**config.mk**
```make
export PLATFORM = sky130hd
export DESIGN_NAME = used_block_bitmap_scanner
export DESIGN_NICKNAME = d
export VERILOG_FILES = /design/src/rtl/ubbs_pkg.sv /design/src/rtl/ubbs_bitmap_ram.sv /design/src/rtl/ubbs_divider.sv /design/src/rtl/used_block_bitmap_scanner.sv
export VERILOG_INCLUDE_DIRS = /design/src /design/src/rtl
export SDC_FILE = /design/constraint.sdc
export NUM_CORES = 2
export LEC_CHECK = 0
export ABC_CLOCK_PERIOD_IN_PS = 9700
export BUFFER_PORTS_ARGS = -buffer_cell sky130_fd_sc_hd__buf_2
export CAP_MARGIN = 20
export CORE_MARGIN = 2
export CORE_UTILIZATION = 35
export CTS_CLUSTER_DIAMETER = 40
export DETAILED_ROUTE_END_ITERATION = 8
export PLACE_DENSITY_LB_ADDON = 0.08
export SYNTH_ARGS = -nofsm -noshare
export SYNTH_HDL_FRONTEND = slang
export SYNTH_SLANG_ARGS = --single-unit
```
**constraint.sdc**
```tcl
create_clock -name i_clk -period 9.7 [get_ports i_clk]
set_input_delay 1.455 -clock i_clk [delete_from_list [all_inputs] [get_ports i_clk]]
set_output_delay 1.455 -clock i_clk [all_outputs]
set_load 0.03 [all_outputs]
```
**src/rtl/used_block_bitmap_scanner_macros.svh**
```systemverilog
// Assertion macros shared by the used-block bitmap scanner RTL.
`ifndef USED_BLOCK_BITMAP_SCANNER_MACROS_SVH
`define USED_BLOCK_BITMAP_SCANNER_MACROS_SVH

// Plain check on every clock edge outside reset.
`define UBBS_ASSERT(lbl, prop, msg) \
    lbl: assert property (@(posedge i_clk) disable iff (!i_rst_n) (prop)) \
        else $error(msg);

// Same-cycle implication outside reset.
`define UBBS_ASSERT_IMP(lbl, ante, cons, msg) \
    lbl: assert property (@(posedge i_clk) disable iff (!i_rst_n) (ante) |-> (cons)) \
        else $error(msg);

`endif

```
**src/rtl/ubbs_pkg.sv**
```systemverilog
// Shared types, codes, widths and helper functions of the used-block bitmap scanner.
package ubbs_pkg;

    localparam int OP_W         = 2;
    localparam int OFF_W        = 32;
    localparam int IDX_W        = 12;
    localparam int ST_W         = 2;
    localparam int BS_W         = 21;
    localparam int BC_W         = 13;
    localparam int CFG_IDX_W    = 1;
    localparam int CFG_DATA_W   = 21;

    localparam int MAX_BLOCKS_DEF   = 4096;
    localparam int WORD_W           = 32;
    localparam int WORD_BIT_W       = $clog2(WORD_W);
    localparam int BITMAP_WORDS_DEF = (MAX_BLOCKS_DEF + WORD_W - 1) / WORD_W;

    localparam int DIV_BITS  = 2;
    localparam int DIV_STEPS = OFF_W / DIV_BITS;

    localparam logic [OP_W-1:0] OP_MARK      = 2'd0;
    localparam logic [OP_W-1:0] OP_ADVANCE   = 2'd1;
    localparam logic [OP_W-1:0] OP_NEW_IMAGE = 2'd2;

    localparam logic [ST_W-1:0] ST_OK        = 2'd0;
    localparam logic [ST_W-1:0] ST_EXHAUSTED = 2'd1;
    localparam logic [ST_W-1:0] ST_RANGE     = 2'd2;

    localparam logic [CFG_IDX_W-1:0] CFG_BLOCK_SIZE  = 1'd0;
    localparam logic [CFG_IDX_W-1:0] CFG_BLOCK_COUNT = 1'd1;

    localparam logic [BS_W-1:0] BS_RESET = 21'd512;
    localparam logic [BC_W-1:0] BC_RESET = 13'd4096;

    function automatic logic [WORD_BIT_W-1:0] lowest_set(input logic [WORD_W-1:0] v);
        logic [WORD_BIT_W-1:0] p;
        p = '0;
        for (int i = WORD_W - 1; i >= 0; i--) begin
            if (v[i]) begin
                p = WORD_BIT_W'(i);
            end
        end
        return p;
    endfunction

endpackage

```
**src/rtl/ubbs_bitmap_ram.sv**
```systemverilog
// Word-wide used-block bitmap memory, one write port and one registered read port.
module ubbs_bitmap_ram #(
    parameter int DEPTH  = ubbs_pkg::BITMAP_WORDS_DEF,
    parameter int ADDR_W = (DEPTH > 1) ? $clog2(DEPTH) : 1
) (
    input  logic                       i_clk,
    input  logic                       i_wr_en,
    input  logic [ADDR_W-1:0]          i_wr_addr,
    input  logic [ubbs_pkg::WORD_W-1:0] i_wr_data,
    input  logic                       i_rd_en,
    input  logic [ADDR_W-1:0]          i_rd_addr,
    output logic [ubbs_pkg::WORD_W-1:0] o_rd_data
);
    import ubbs_pkg::*;

    logic [WORD_W-1:0] r_mem [0:DEPTH-1];
    logic [WORD_W-1:0] r_rd_data;

    always_ff @(posedge i_clk) begin
        if (i_wr_en) begin
            r_mem[i_wr_addr] <= i_wr_data;
        end
        if (i_rd_en) begin
            r_rd_data <= r_mem[i_rd_addr];
        end
    end

    assign o_rd_data = r_rd_data;

endmodule

```
**src/rtl/ubbs_divider.sv**
```systemverilog
// Iterative restoring divider turning a byte offset into a block index, two bits per cycle.
module ubbs_divider (
    input  logic                       i_clk,
    input  logic                       i_rst_n,
    input  logic                       i_start,
    input  logic [ubbs_pkg::OFF_W-1:0] i_dividend,
    input  logic [ubbs_pkg::BS_W-1:0]  i_divisor,
    output logic                       o_done,
    output logic [ubbs_pkg::OFF_W-1:0] o_quotient
);
    import ubbs_pkg::*;

    localparam int CNT_W = (DIV_STEPS > 1) ? $clog2(DIV_STEPS) : 1;

    logic             r_busy;
    logic             r_done;
    logic [CNT_W-1:0] r_cnt;
    logic [BS_W-1:0]  r_rem;
    logic [BS_W-1:0]  n_rem;
    logic [OFF_W-1:0] r_q;
    logic [OFF_W-1:0] n_q;
    logic [BS_W-1:0]  r_d;

    always_comb begin
        logic [BS_W:0] t;
        t     = '0;
        n_rem = r_rem;
        n_q   = r_q;
        for (int k = 0; k < DIV_BITS; k++) begin
            t   = {n_rem, n_q[OFF_W-1]};
            n_q = {n_q[OFF_W-2:0], 1'b0};
            if (t >= {1'b0, r_d}) begin
                t      = t - {1'b0, r_d};
                n_q[0] = 1'b1;
            end
            n_rem = t[BS_W-1:0];
        end
    end

    always_ff @(posedge i_clk) begin
        if (!i_rst_n) begin
            r_busy <= 1'b0;
            r_done <= 1'b0;
            r_cnt  <= '0;
        end else begin
            r_done <= 1'b0;
            if (i_start) begin
                r_busy <= 1'b1;
                r_cnt  <= '0;
            end else if (r_busy) begin
                r_cnt <= r_cnt + CNT_W'(1);
                if (r_cnt == CNT_W'(DIV_STEPS - 1)) begin
                    r_busy <= 1'b0;
                    r_done <= 1'b1;
                end
            end
        end
    end

    always_ff @(posedge i_clk) begin
        if (i_start) begin
            r_rem <= '0;
            r_q   <= i_dividend;
            r_d   <= i_divisor;
        end else if (r_busy) begin
            r_rem <= n_rem;
            r_q   <= n_q;
        end
    end

    assign o_done     = r_done;
    assign o_quotient = r_q;

endmodule

```
**src/rtl/used_block_bitmap_scanner.sv**
```systemverilog
// Top level of the used-block bitmap scanner: control sequencer, config registers, output stage.
//
// Input channel (i_in_valid / o_in_stall) takes one request: mark an offset's block used,
// advance the cursor to the next unused block, or start a new image at an offset.
// Every request yields one result (o_out_valid / i_out_stall): cursor and status.
// Config writes (i_cfg_valid / o_cfg_ready, ready always high) set block size and count.
// Mark and new image run a 2-bit-per-cycle divider.
// Advance reads, sets and writes back the cursor's bitmap word, then walks the bitmap one
// 32-bit word at a time, each word read in S_SRD and then evaluated in S_SEV.
// The registered read of the bitmap memory, read then evaluate, sets the scan speed.
// Code 3 returns the cursor with status ok.
// One request is in flight at a time; o_in_stall is high while it is worked on.
// After reset the bitmap is cleared one word per cycle, with o_in_stall high;
// config writes are taken meanwhile.
// A stalled result holds in the output register; the next request can be accepted, and
// its result waits until the output register is free.
`include "used_block_bitmap_scanner_macros.svh"

module used_block_bitmap_scanner #(
    parameter int MAX_BLOCKS = ubbs_pkg::MAX_BLOCKS_DEF
) (
    input  logic                            i_clk,
    input  logic                            i_rst_n,
    input  logic                            i_in_valid,
    output logic                            o_in_stall,
    input  logic [ubbs_pkg::OP_W-1:0]       i_operation,
    input  logic [ubbs_pkg::OFF_W-1:0]      i_offset,
    output logic                            o_out_valid,
    input  logic                            i_out_stall,
    output logic [ubbs_pkg::IDX_W-1:0]      o_current_index,
    output logic [ubbs_pkg::ST_W-1:0]       o_status,
    input  logic                            i_cfg_valid,
    output logic                            o_cfg_ready,
    input  logic [ubbs_pkg::CFG_IDX_W-1:0]  i_cfg_index,
    input  logic [ubbs_pkg::CFG_DATA_W-1:0] i_cfg_data
);
    import ubbs_pkg::*;

    localparam int CW     = $clog2(MAX_BLOCKS);
    localparam int NW     = $clog2(MAX_BLOCKS + 1);
    localparam int NWORDS = (MAX_BLOCKS + WORD_W - 1) / WORD_W;
    localparam int AW     = (NWORDS > 1) ? $clog2(NWORDS) : 1;
    localparam int IW     = AW + WORD_BIT_W;

    localparam logic [2:0] S_CLEAR = 3'd0;
    localparam logic [2:0] S_IDLE  = 3'd1;
    localparam logic [2:0] S_DIV   = 3'd2;
    localparam logic [2:0] S_MWR   = 3'd3;
    localparam logic [2:0] S_ASET  = 3'd4;
    localparam logic [2:0] S_SRD   = 3'd5;
    localparam logic [2:0] S_SEV   = 3'd6;
    localparam logic [2:0] S_OUT   = 3'd7;

    logic [2:0]            r_state,       n_state;
    logic [AW-1:0]         r_clr_addr,    n_clr_addr;
    logic [CW-1:0]         r_cursor,      n_cursor;
    logic [CW-1:0]         r_scan_start,  n_scan_start;
    logic                  r_out_valid,   n_out_valid;
    logic [IDX_W-1:0]      r_out_idx,     n_out_idx;
    logic [ST_W-1:0]       r_out_status,  n_out_status;
    logic [OP_W-1:0]       r_op,          n_op;
    logic [AW-1:0]         r_waddr,       n_waddr;
    logic [WORD_BIT_W-1:0] r_tbit,        n_tbit;
    logic                  r_first,       n_first;
    logic                  r_last,        n_last;
    logic [ST_W-1:0]       r_res_status,  n_res_status;
    logic [BS_W-1:0]       r_block_size;
    logic [BC_W-1:0]       r_block_count;

    logic                  ram_wr_en;
    logic [AW-1:0]         ram_wr_addr;
    logic [WORD_W-1:0]     ram_wr_data;
    logic                  ram_rd_en;
    logic [AW-1:0]         ram_rd_addr;
    logic [WORD_W-1:0]     ram_rd_data;

    logic                  div_start;
    logic                  div_done;
    logic [OFF_W-1:0]      div_q;
    logic [BS_W-1:0]       div_d;

    logic [NW-1:0]         eff_n;
    logic [IW-1:0]         nl_ext;
    logic [AW-1:0]         wl;
    logic [WORD_BIT_W-1:0] lb;
    logic [CW-1:0]         adv_c;
    logic [IW-1:0]         adv_ext;
    logic [IW-1:0]         ss_ext;
    logic [AW-1:0]         sw;
    logic [WORD_BIT_W-1:0] sb;
    logic [IW-1:0]         q_ext;
    logic                  q_ok;
    logic [WORD_W-1:0]     mask_v;
    logic [WORD_W-1:0]     mask_p;
    logic [WORD_W-1:0]     cand;
    logic                  hit;
    logic [CW-1:0]         found;
    logic [AW-1:0]         w_next;
    logic                  acc;

    ubbs_bitmap_ram #(
        .DEPTH  (NWORDS),
        .ADDR_W (AW)
    ) u_ram (
        .i_clk     (i_clk),
        .i_wr_en   (ram_wr_en),
        .i_wr_addr (ram_wr_addr),
        .i_wr_data (ram_wr_data),
        .i_rd_en   (ram_rd_en),
        .i_rd_addr (ram_rd_addr),
        .o_rd_data (ram_rd_data)
    );

    ubbs_divider u_div (
        .i_clk      (i_clk),
        .i_rst_n    (i_rst_n),
        .i_start    (div_start),
        .i_dividend (i_offset),
        .i_divisor  (div_d),
        .o_done     (div_done),
        .o_quotient (div_q)
    );

    assign div_d = (r_block_size == '0) ? BS_W'(1) : r_block_size;

    always_comb begin
        if (r_block_count == '0) begin
            eff_n = NW'(1);
        end else if (32'(r_block_count) > 32'(MAX_BLOCKS)) begin
            eff_n = NW'(MAX_BLOCKS);
        end else begin
            eff_n = NW'(r_block_count);
        end
    end

    assign nl_ext  = IW'(eff_n - NW'(1));
    assign wl      = nl_ext[IW-1:WORD_BIT_W];
    assign lb      = nl_ext[WORD_BIT_W-1:0];
    assign adv_c   = (NW'(r_cursor) >= eff_n) ? '0 : r_cursor;
    assign adv_ext = IW'(adv_c);
    assign ss_ext  = IW'(r_scan_start);
    assign sw      = ss_ext[IW-1:WORD_BIT_W];
    assign sb      = ss_ext[WORD_BIT_W-1:0];
    assign q_ext   = IW'(div_q);
    assign q_ok    = div_q < OFF_W'(eff_n);

    assign mask_v = (r_waddr == wl) ?
                    ({WORD_W{1'b1}} >> (WORD_BIT_W'(WORD_W - 1) - lb)) : {WORD_W{1'b1}};
    assign mask_p = r_first ? (({WORD_W{1'b1}} << sb) << 1) :
                    r_last  ? ~({WORD_W{1'b1}} << sb) : {WORD_W{1'b1}};
    assign cand   = ~ram_rd_data & mask_v & mask_p;
    assign hit    = |cand;
    assign found  = CW'({r_waddr, lowest_set(cand)});
    assign w_next = (r_waddr == wl) ? '0 : r_waddr + AW'(1);

    assign acc        = i_in_valid && (r_state == S_IDLE);
    assign o_in_stall = (r_state != S_IDLE);

    always_comb begin
        n_state      = r_state;
        n_clr_addr   = r_clr_addr;
        n_cursor     = r_cursor;
        n_scan_start = r_scan_start;
        n_out_valid  = r_out_valid && i_out_stall;
        n_out_idx    = r_out_idx;
        n_out_status = r_out_status;
        n_op         = r_op;
        n_waddr      = r_waddr;
        n_tbit       = r_tbit;
        n_first      = r_first;
        n_last       = r_last;
        n_res_status = r_res_status;
        ram_wr_en    = 1'b0;
        ram_wr_addr  = r_waddr;
        ram_wr_data  = '0;
        ram_rd_en    = 1'b0;
        ram_rd_addr  = r_waddr;
        div_start    = 1'b0;
        case (r_state)
            S_CLEAR: begin
                ram_wr_en   = 1'b1;
                ram_wr_addr = r_clr_addr;
                n_clr_addr  = r_clr_addr + AW'(1);
                if (r_clr_addr == AW'(NWORDS - 1)) begin
                    n_state = S_IDLE;
                end
            end
            S_IDLE: begin
                if (acc) begin
                    n_op = i_operation;
                    case (i_operation)
                        OP_MARK, OP_NEW_IMAGE: begin
                            div_start = 1'b1;
                            n_state   = S_DIV;
                        end
                        OP_ADVANCE: begin
                            n_scan_start = adv_c;
                            ram_rd_en    = 1'b1;
                            ram_rd_addr  = adv_ext[IW-1:WORD_BIT_W];
                            n_waddr      = adv_ext[IW-1:WORD_BIT_W];
                            n_first      = 1'b1;
                            n_last       = 1'b0;
                            n_state      = S_ASET;
                        end
                        default: begin
                            n_res_status = ST_OK;
                            n_state      = S_OUT;
                        end
                    endcase
                end
            end
            S_DIV: begin
                if (div_done) begin
                    if (!q_ok) begin
                        n_res_status = ST_RANGE;
                        n_state      = S_OUT;
                    end else if (r_op == OP_MARK) begin
                        ram_rd_en   = 1'b1;
                        ram_rd_addr = q_ext[IW-1:WORD_BIT_W];
                        n_waddr     = q_ext[IW-1:WORD_BIT_W];
                        n_tbit      = q_ext[WORD_BIT_W-1:0];
                        n_state     = S_MWR;
                    end else begin
                        n_cursor     = CW'(div_q);
                        n_scan_start = CW'(div_q);
                        n_res_status = ST_OK;
                        n_state      = S_OUT;
                    end
                end
            end
            S_MWR: begin
                ram_wr_en    = 1'b1;
                ram_wr_data  = ram_rd_data | (WORD_W'(1) << r_tbit);
                n_res_status = ST_OK;
                n_state      = S_OUT;
            end
            S_ASET: begin
                ram_wr_en   = 1'b1;
                ram_wr_data = ram_rd_data | (WORD_W'(1) << sb);
                n_first     = 1'b0;
                if (hit) begin
                    n_cursor     = found;
                    n_res_status = ST_OK;
                    n_state      = S_OUT;
                end else begin
                    n_waddr = w_next;
                    n_last  = (w_next == sw);
                    n_state = S_SRD;
                end
            end
            S_SRD: begin
                ram_rd_en = 1'b1;
                n_state   = S_SEV;
            end
            S_SEV: begin
                if (hit) begin
                    n_cursor     = found;
                    n_res_status = ST_OK;
                    n_state      = S_OUT;
                end else if (r_last) begin
                    n_cursor     = r_scan_start;
                    n_res_status = ST_EXHAUSTED;
                    n_state      = S_OUT;
                end else begin
                    n_waddr = w_next;
                    n_last  = (w_next == sw);
                    n_state = S_SRD;
                end
            end
            S_OUT: begin
                if (!r_out_valid || !i_out_stall) begin
                    n_out_valid  = 1'b1;
                    n_out_idx    = IDX_W'(r_cursor);
                    n_out_status = r_res_status;
                    n_state      = S_IDLE;
                end
            end
            default: begin
                n_state = S_IDLE;
            end
        endcase
    end

    always_ff @(posedge i_clk) begin
        if (!i_rst_n) begin
            r_state      <= S_CLEAR;
            r_clr_addr   <= '0;
            r_cursor     <= '0;
            r_scan_start <= '0;
            r_out_valid  <= 1'b0;
        end else begin
            r_state      <= n_state;
            r_clr_addr   <= n_clr_addr;
            r_cursor     <= n_cursor;
            r_scan_start <= n_scan_start;
            r_out_valid  <= n_out_valid;
        end
    end

    always_ff @(posedge i_clk) begin
        r_out_idx    <= n_out_idx;
        r_out_status <= n_out_status;
        r_op         <= n_op;
        r_waddr      <= n_waddr;
        r_tbit       <= n_tbit;
        r_first      <= n_first;
        r_last       <= n_last;
        r_res_status <= n_res_status;
    end

    always_ff @(posedge i_clk) begin
        if (!i_rst_n) begin
            r_block_size  <= BS_RESET;
            r_block_count <= BC_RESET;
        end else if (i_cfg_valid) begin
            case (i_cfg_index)
                CFG_BLOCK_SIZE:  r_block_size  <= i_cfg_data[BS_W-1:0];
                CFG_BLOCK_COUNT: r_block_count <= i_cfg_data[BC_W-1:0];
                default: begin
                end
            endcase
        end
    end

    assign o_cfg_ready     = 1'b1;
    assign o_out_valid     = r_out_valid;
    assign o_current_index = r_out_idx;
    assign o_status        = r_out_status;

    `UBBS_ASSERT_IMP(a_clear_no_out, r_state == S_CLEAR, !o_out_valid, "result during bitmap clear")
    `UBBS_ASSERT(a_ram_one_access, !(ram_wr_en && ram_rd_en), "bitmap read and write together")
    `UBBS_ASSERT_IMP(a_div_done_waits, div_done, r_state == S_DIV, "divider done outside wait")
    `UBBS_ASSERT_IMP(a_scan_in_range, r_state == S_SEV, r_waddr <= wl, "scan word past block count")
    `UBBS_ASSERT_IMP(a_out_from_done, $rose(o_out_valid), $past(r_state) == S_OUT, "stray result")

endmodule

```
# --- After elaboration in Yosys (flattened, before gate mapping) ---
# Memory sizes are Yosys's and may differ from the RTL's. A register that Yosys moved wholly into a read port is not among the register bits.
# Cells that the tools add are included.
op_classes:
  n_mux: 114
  addsub: 7
  n_reduce_logical: 35
  n_eq_ne: 28
  magnitude_cmp: 5
  n_shift: 4
  n_bitwise: 9
op_table:
  columns: ["cell", "n"]
  rows:
  - ["$mux W32", 5]
  - ["$mux W5", 32]
  - ["$mux W12", 9]
  - ["$mux W7", 10]
  - ["$and A32 B32 Y32", 2]
  - ["$not A32 Y32", 2]
  - ["$or A32 B32 Y32", 2]
  - ["$pmux W32 S2", 1]
  - ["$shl A1 B5 Y32 const A", 2]
  - ["$ge A22 B21 Y1", 2]
  - ["$mux W21", 2]
  - ["$sub A21 B21 Y21", 2]
  - ["$pmux W12 S3", 1]
  - ["$lt A32 B13 Y1", 1]
  - ["$reduce_or A32 Y1", 1]
  - ["$shl A32 B5 Y32 const A", 1]
  - ["$shr A32 B5 Y32 const A", 1]
  - ["$pmux W7 S4", 1]
  - ["$mux W1", 26]
  - ["$mux W13", 2]
  - ["$pmux W12 S2", 1]
  - ["$pmux W3 S8", 1]
  - ["$mux W2", 11]
  - ["$logic_not A21 Y1", 1]
  - ["43 further kinds", 83]
totals:
  in_bits: 61
  out_inout_bits: 17
  reg_bits: 181
  mem_count: 1
  ram_bits: 4096
memory_table:
  columns: ["name", "words", "width", "rd", "rd_clocked_by_memory_dff", "write_ports", "line_no", "rtl"]
  rows:
  - ["u_ram.r_mem", 128, 32, 1, 1, 1, "ubbs_bitmap_ram.sv:16", "logic [WORD_W-1:0] r_mem [0:DEPTH-1];"]

# --- Depth between registers and ports, before layout ---
logic_depth:
  ltp_word: 43
  ltp_mapped: 29
  mapped_depth_nobuf: 28

# --- Modules after synthesis ---
# Synthesis repeated with hierarchy kept, for this count alone.
unflattened:
  cells_unflattened: 7745
  area_unflattened_um2: 170781.3
by_module_without_submodules:
  columns: ["mod", "seq_area_each_um2", "area_per_inst_um2", "instances", "cells_each"]
  rows:
  - ["ubbs_bitmap_ram", 123958.9, 156596.4, 1, 5990]
  - ["used_block_bitmap_scanner", 2342.2, 8573.2, 1, 1173]
  - ["ubbs_divider", 2132.0, 5611.6, 1, 582]

# --- Least setup slack after synthesis ---
# Ideal clock, no wire load.
synth_timing:
  path_kind: "reg-to-reg"
  startpoint: "register u_div.r_q[31] (netlist: u_div.o_quotient[31])"
  endpoint: "register u_div.r_rem[2]"
  setup_slack_ns: 3.876
  setup_ns: 0.132
  arrival_ns: 5.692
  path_stages_with_launch: 28
  path_cell_list: "edfxtp_1 > inv_1 > ha_1 > inv_1 > fa_1 > a21o_1 > a21oi_1 > o21bai_1 > a21oi_1 > o21bai_1 > a21oi_1 > o31a_1 > o21ai_1 > clkbuf_1 > buf_1 > a21oi_1 > ha_1 > o21ai_0 > a21boi_0 > o21ai_0 > a211o_1 > a31o_2 > o31a_1 > a21o_1 > o311ai_1 > clkbuf_1 > mux2i_1 > a21oi_1"
synth_via:
  elab_chain_len: 4
  word_cells_on_any_way: 6
  cone_classes: "2 x add/sub; 2 x order compare; 2 x mux"
synth_lines:
  columns: ["element", "line_no", "rtl"]
  rows:
  - ["from (decl)", "ubbs_divider.sv:20", "logic [OFF_W-1:0] r_q;"]
  - ["from (signal assigned)", "ubbs_divider.sv:63", "r_q <= i_dividend;"]
  - ["from (signal assigned)", "ubbs_divider.sv:67", "r_q <= n_q;"]
  - ["$sub A21 B21 Y21 or $ge A22 B21 Y1 (tied branches)", "ubbs_divider.sv:33, ubbs_divider.sv:32", null]
  - ["$mux W21 *", "ubbs_divider.sv:32", "if (t >= {1'b0, r_d}) begin"]
  - ["$sub A21 B21 Y21 or $ge A22 B21 Y1 (tied branches)", "ubbs_divider.sv:33, ubbs_divider.sv:32", null]
  - ["$mux W21 *", "ubbs_divider.sv:32", null]
  - ["to (signal assigned)", "ubbs_divider.sv:66", "r_rem <= n_rem;"]
  - ["to (decl)", "ubbs_divider.sv:18", "logic [BS_W-1:0] r_rem;"]
# Mark *: on every way between the ends. The rest lies on a longest branch, timed or not.
# A chain may end at the register's enable or synchronous reset.

# --- Worst setup path in the final report ---
layout_timing:
  startpoint: "register r_block_count[12]"
  endpoint: "register u_ram.r_rd_data[8] (netlist: u_ram.o_rd_data[8]), read port of u_ram.r_mem (data pin)"
layout_via:
  elab_chain_len: 8
  word_cells_on_any_way: 15
  cone_classes: "3 x order compare; 11 x mux; 1 x reduce/logical"
layout_lines:
  columns: ["element", "line_no", "rtl"]
  rows:
  - ["from (decl)", "used_block_bitmap_scanner.sv:68", "logic [BC_W-1:0] r_block_count;"]
  - ["from (signal assigned)", "used_block_bitmap_scanner.sv:318", "CFG_BLOCK_COUNT: r_block_count <= i_cfg_data[BC_W-1:0];"]
  - ["$gt A13 B13 Y1", "used_block_bitmap_scanner.sv:129", "end else if (32'(r_block_count) > 32'(MAX_BLOCKS)) begin"]
  - ["$mux W13", "used_block_bitmap_scanner.sv:129", null]
  - ["$mux W13 *", "used_block_bitmap_scanner.sv:127", "if (r_block_count == '0) begin"]
  - ["parallel branches: the longest is 5 deep, another holds $lt A32 B13 Y1", null, null]
  - ["to (decl)", "ubbs_bitmap_ram.sv:17", "logic [WORD_W-1:0] r_rd_data;"]
# Mark *: on every way between the ends.

==> reports/results.txt <==
Number of instances in the placed design: 16,200. The largest area contributor in the synthesized netlist was sky130_fd_sc_hd__edfxtp_1. The internal portion of total power was 45,400 uW; the relative area change from synthesis to final layout was 19.4%.

The run gives 9,941 as the post-synthesis net count. The tree built by TritonCTS fans out to 4,309 sinks. The first-pass GRT wire length was 827,000 microns. The time the final worst path needs with I/O delays and setup came out at 8120 ps. The die outline area is 500,000 sq um, and the width of the chip is 707 microns.

The count of cells in the finished layout, fillers not included, comes to 17,500. The flow ran to the end, and the final reports show no timing, DRC or antenna violations. Clock skew after layout: 51.6 ps. The via count of the first global-routing pass came out at 99,800.

The final setup TNS was 0 ps. Hold timing on the final database bottoms out at a slack of 424 ps. The setup path with the least slack is of type reg -> reg. The number of gates resized after CTS was 0; the total global-route track usage was 23.7%. In this run, the combinational gates consume 34.3% of the power. The floorplan has 258 rows. The tools report the clock root buffer master as sky130_fd_sc_hd__clkbuf_16.

The height of the die works out to 707 microns. Clock-pin slew was measured on the worst setup and hold paths at 60 ps. Setup repair after global routing left no endpoint under its margin. Counting every instance in the synthesized netlist gives 9,806.

The class of the worst hold path is reg -> reg. Summed over its instances, the top area cell type makes up 73.2% of the synthesized netlist area. By area the synthesized netlist is led by sky130_fd_sc_hd__edfxtp_1 73%, sky130_fd_sc_hd__mux4_2 9.4%, sky130_fd_sc_hd__mux2i_1 2.5%.

The global placer's final weighted congestion was 0.905. Walking the worst path, the cells encountered are inv_1, o21ai_0, inv_1, ha_1, and4b_1, nand4_1, a41o_1, a21oi_1, nor3b_2, a211oi_4, buf_4, buf_12, mux4_2, mux2_2, o22ai_1, a221oi_1, nand4_1, nor3_1. The tools report the number of antenna violations at the first check in global routing as 39.

The tools report the number of warnings reported in the yosys synthesis log as 0. The largest fanout on the critical path was 64. STA classifies the critical path endpoint as a flop. The share of synthesized area occupied by flip-flops and latches was 74.3%.

In this run, flip-flops and latches consume 32.3% of the power. The tools report the sum of overflow across all layers after global routing as 0. The worst-margin pin slew is 1370 ps, and the count of TritonRoute iterations in the first routing pass is 6. Fill cells in the final layout number 43,700.

In the global route stage, met1 resource usage came out at 32.5%. The tools report the max-capacitance violation count as 0. For met3 alone, demand over resource in global routing was 3.64%. Critical path's top delay family: compound AO/OA/AOI/OAI gates. Static timing analysis puts the maximum clock frequency at 0.123 GHz. The average cell area after synthesis works out to 17.6 sq um. In the global route stage, met2 resource usage came out at 39.1%. The final route contains 99,100 vias. The final layout contains routed wiring with a total length of 606,000 microns. The tools report the required time of the worst setup path as 10,560 ps. In this run, CTS created clock tree buffers numbering 648.

The logs give 0 for the total count of max-transition violations in the final report and 0.000310 V for the worst voltage drop across the vdd grid. After the last flow step, the layout net total stands at 10,500. The static power due to leakage was 0.0678 uW; the number of buffers inserted to repair setup after CTS was 0.

In this run the tool buffered the top-level ports with 76 buffer cells. The effective utilization at floorplan came out at 35.1%. For this design the ratio of total power to cell area is 345 nW/um^2. In the routed design, unresolved DRC markers number 0.

The tools report the number of DRC markers after the initial detailed-route iteration as 10,600. TritonCTS built the clock tree. Summed over all nets, the switching power comes to 25,800 uW.

The sort of element at the start of the critical path is a flop. In the final routed layout, each cell accounts on average for 34.7 microns. The async set-or-reset flop fraction in the synthesized netlist works out to 0%. The logs give 0 for the total setup violations reported at the end of the flow and 4 for the number of buffers between clock root and the deepest sink. Among all flip-flop cells after synthesis, the most frequent one is sky130_fd_sc_hd__edfxtp_1. After global routing, the most crowded layer is met2. Together, buffers and inverters on the worst path number 4. Cells with a size suffix above 1 make up 24.2% of the layout. Delay contributed by the slowest stage of the critical path: 900 ps.

The tools report the total of hold buffers inserted after clock tree synthesis as 0. Synthesis instantiated 106 different standard cells from the library. Core occupancy in the finished layout: 41.9%. Dividing the detail-routed via count by the number of cells gives 5.67. The run gives 113 as the maximum number of pins on one net before global-route repair. The proportion of power drawn by the clock network was 33.4%. The synthesized design contains 4,213 enable-type register cells. In this run the tightest slew margin relative to its limit is 8.40%. The largest individual stage delay along the critical path comes from the cell sky130_fd_sc_hd__nand4_1.

The arrival time of the worst setup path was 8980 ps; the worst-skew pair later-pin latency was 1080 ps. The detailed placement HPWL is 349,000 microns, and the final critical-path share of the clock period is 83.7%. The tools report the number of ports placed on the die boundary as 78. The region available for standard cell placement spans 493,000 sq um. Net switching is 36.2% of the power. In this run the number of H-tree levels came out at 6. The post-synthesis instance area was 173,000 sq um; the number of storage elements in the synthesis netlist was 4,309. In this run the remaining antenna-violating nets after routing total 0. The number of endpoints with negative hold slack in the final report came out at 0.
[state kept, by name, summed over array words and instances (netlist names), 2 cells and up]
name / cells
r_op: 2
u_ram.o_rd_data: 32
u_div.r_rem: 21
r_tbit: 5
r_cursor: 12
o_status: 2
r_state: 3
r_block_count: 13
r_scan_start: 12
r_res_status: 2
u_div.r_d: 21
u_ram.r_mem: 4096
r_block_size: 21
u_div.o_quotient: 32
o_current_index: 12
r_clr_addr: 7
r_waddr: 7
u_div.r_cnt: 4
[worst register-to-register path, cell delays in order (launching register included)]
cell,delay (ps)
sky130_fd_sc_hd__dfxtp_1,850
sky130_fd_sc_hd__inv_1,450
sky130_fd_sc_hd__o21ai_0,310
sky130_fd_sc_hd__inv_1,140
sky130_fd_sc_hd__ha_1,290
sky130_fd_sc_hd__and4b_1,210
sky130_fd_sc_hd__nand4_1,100
sky130_fd_sc_hd__a41o_1,250
sky130_fd_sc_hd__a21oi_1,540
sky130_fd_sc_hd__nor3b_2,180
sky130_fd_sc_hd__a211oi_4,760
sky130_fd_sc_hd__buf_4,440
sky130_fd_sc_hd__buf_12,470
sky130_fd_sc_hd__mux4_2,430
sky130_fd_sc_hd__mux2_2,210
sky130_fd_sc_hd__o22ai_1,110
sky130_fd_sc_hd__a221oi_1,880
sky130_fd_sc_hd__nand4_1,900
sky130_fd_sc_hd__nor3_1,400
[path summary, 6_finish.rpt]
path                                       start  cells after the start                      endpoint  slack (ps)
setup / recovery  r_block_count[12]$_SDFFE_PN1P_                     18  u_ram.o_rd_data[8]$_DFFE_PP_        1580
hold / removal         r_res_status[0]$_DFFE_PP_                      0         o_status[0]$_DFFE_PP_         420
hold reg to reg        r_res_status[0]$_DFFE_PP_                      0         o_status[0]$_DFFE_PP_         420
setup reg to reg  r_block_count[12]$_SDFFE_PN1P_                     18  u_ram.o_rd_data[8]$_DFFE_PP_        1580
[stage by stage]
step / area (sq um) / total power, uW / setup WS (ps)
4_1_cts: 206000 / 71700 / 1490
2_1_floorplan: 173000 / 37700 / 3880
6_report: 206000 / 71100 / 1580
3_5_place_dp: 184000 / 47800 / 1530
3_3_place_gp: 184000 / 47500 / 1230
5_1_grt: 206000 / 73700 / 1260
[synth_stat cells, types with 13 or more instances]
library cell,number
sky130_fd_sc_hd__o211ai_1,22
sky130_fd_sc_hd__buf_6,30
sky130_fd_sc_hd__o2111ai_1,13
sky130_fd_sc_hd__xor2_1,22
sky130_fd_sc_hd__inv_1,71
sky130_fd_sc_hd__a31oi_1,52
sky130_fd_sc_hd__edfxtp_1,4213
sky130_fd_sc_hd__buf_4,53
sky130_fd_sc_hd__a221o_1,14
sky130_fd_sc_hd__xnor2_1,40
sky130_fd_sc_hd__mux4_2,725
sky130_fd_sc_hd__nor2b_1,13
sky130_fd_sc_hd__a22o_1,17
sky130_fd_sc_hd__clkbuf_1,262
sky130_fd_sc_hd__o21bai_1,13
sky130_fd_sc_hd__nand4_1,51
sky130_fd_sc_hd__a221oi_1,37
sky130_fd_sc_hd__nand3_1,209
sky130_fd_sc_hd__a22oi_1,15
sky130_fd_sc_hd__o22ai_1,127
sky130_fd_sc_hd__buf_1,71
sky130_fd_sc_hd__and3_1,36
sky130_fd_sc_hd__mux2_2,58
sky130_fd_sc_hd__a21o_1,22
sky130_fd_sc_hd__nor4_1,36
sky130_fd_sc_hd__o221ai_1,140
sky130_fd_sc_hd__o21ai_0,129
sky130_fd_sc_hd__nand2b_1,28
sky130_fd_sc_hd__mux2i_1,432
sky130_fd_sc_hd__a211oi_1,23
sky130_fd_sc_hd__nor3_1,189
sky130_fd_sc_hd__ha_1,72
sky130_fd_sc_hd__dfxtp_1,96
sky130_fd_sc_hd__o31ai_1,15
sky130_fd_sc_hd__or3_1,21
sky130_fd_sc_hd__buf_2,142
sky130_fd_sc_hd__nand2_1,1062
sky130_fd_sc_hd__a21oi_1,530
sky130_fd_sc_hd__nor2_1,433
[cells by family (layout without fill, tap and decap cells)]
kind of cell | count (synthesis) | count (layout) | synth area share (%)
XOR/XNOR | 62 | 62 | 0.314
AO/OA/AOI/OAI | 1323 | 1323 | 4.98
flip-flops | 4309 | 4309 | 74.3
multiplexers | 1225 | 1225 | 12.5
adder cells (fa/ha/maj) | 74 | 74 | 0.544
AND/OR/NAND/NOR | 2162 | 2162 | 5.48
buffers and inverters | 650 | 1796 | 1.90
other | 1 | 23 | 0.00217
[cell usage in the layout, fill, tap and decap left out, types with 80 or more instances in the layout]
cell                        count
sky130_fd_sc_hd__edfxtp_1    4213
sky130_fd_sc_hd__nand2_1     1057
sky130_fd_sc_hd__mux4_2       725
sky130_fd_sc_hd__clkbuf_16    657
sky130_fd_sc_hd__a21oi_1      530
sky130_fd_sc_hd__mux2i_1      432
sky130_fd_sc_hd__buf_4        385
sky130_fd_sc_hd__nor2_1       266
sky130_fd_sc_hd__nand3_1      203
sky130_fd_sc_hd__nor3_1       183
sky130_fd_sc_hd__nor2_4       164
sky130_fd_sc_hd__o221ai_1     140
sky130_fd_sc_hd__o21ai_0      124
sky130_fd_sc_hd__o22ai_1      116
sky130_fd_sc_hd__dfxtp_1       96
sky130_fd_sc_hd__clkinv_2      94
sky130_fd_sc_hd__buf_2         80
[final cells by class]
cell class / count / area, sq um / area share [%]
Sequential cell: 4309 / 128000 / 62.2
Multi-Input combinational cell: 4847 / 42800 / 20.8
Clock buffer: 726 / 16700 / 8.09
Tap cell: 6500 / 8130 / 3.94
Clock inverter: 478 / 5610 / 2.72
Timing Repair Buffer: 518 / 4330 / 2.10
Inverter: 74 / 278 / 0.135
Antenna cell: 22 / 55.1 / 0.0267
[power groups by stage]
stage | logic [uW] | clock network (uW) | registers (uW)
finish | 24400 | 23800 | 23000
global route | 25700 | 25000 | 23000
CTS | 24600 | 24200 | 23000
detailed placement | 24500 | 0 | 23300
global placement | 24200 | 0 | 23300
floorplan | 14400 | 0 | 23300
[layer usage]
| metal | share of wire (%) | wire [microns] |
|---|---|---|
| met1 | 43 | 259000 |
| met2 | 48 | 291000 |
| met3 | 6.0 | 36600 |
| met4 | 3.3 | 20000 |
| met5 | 0.0091 | 55 |
No activity file was read; power rests on OpenSTA's default activity.
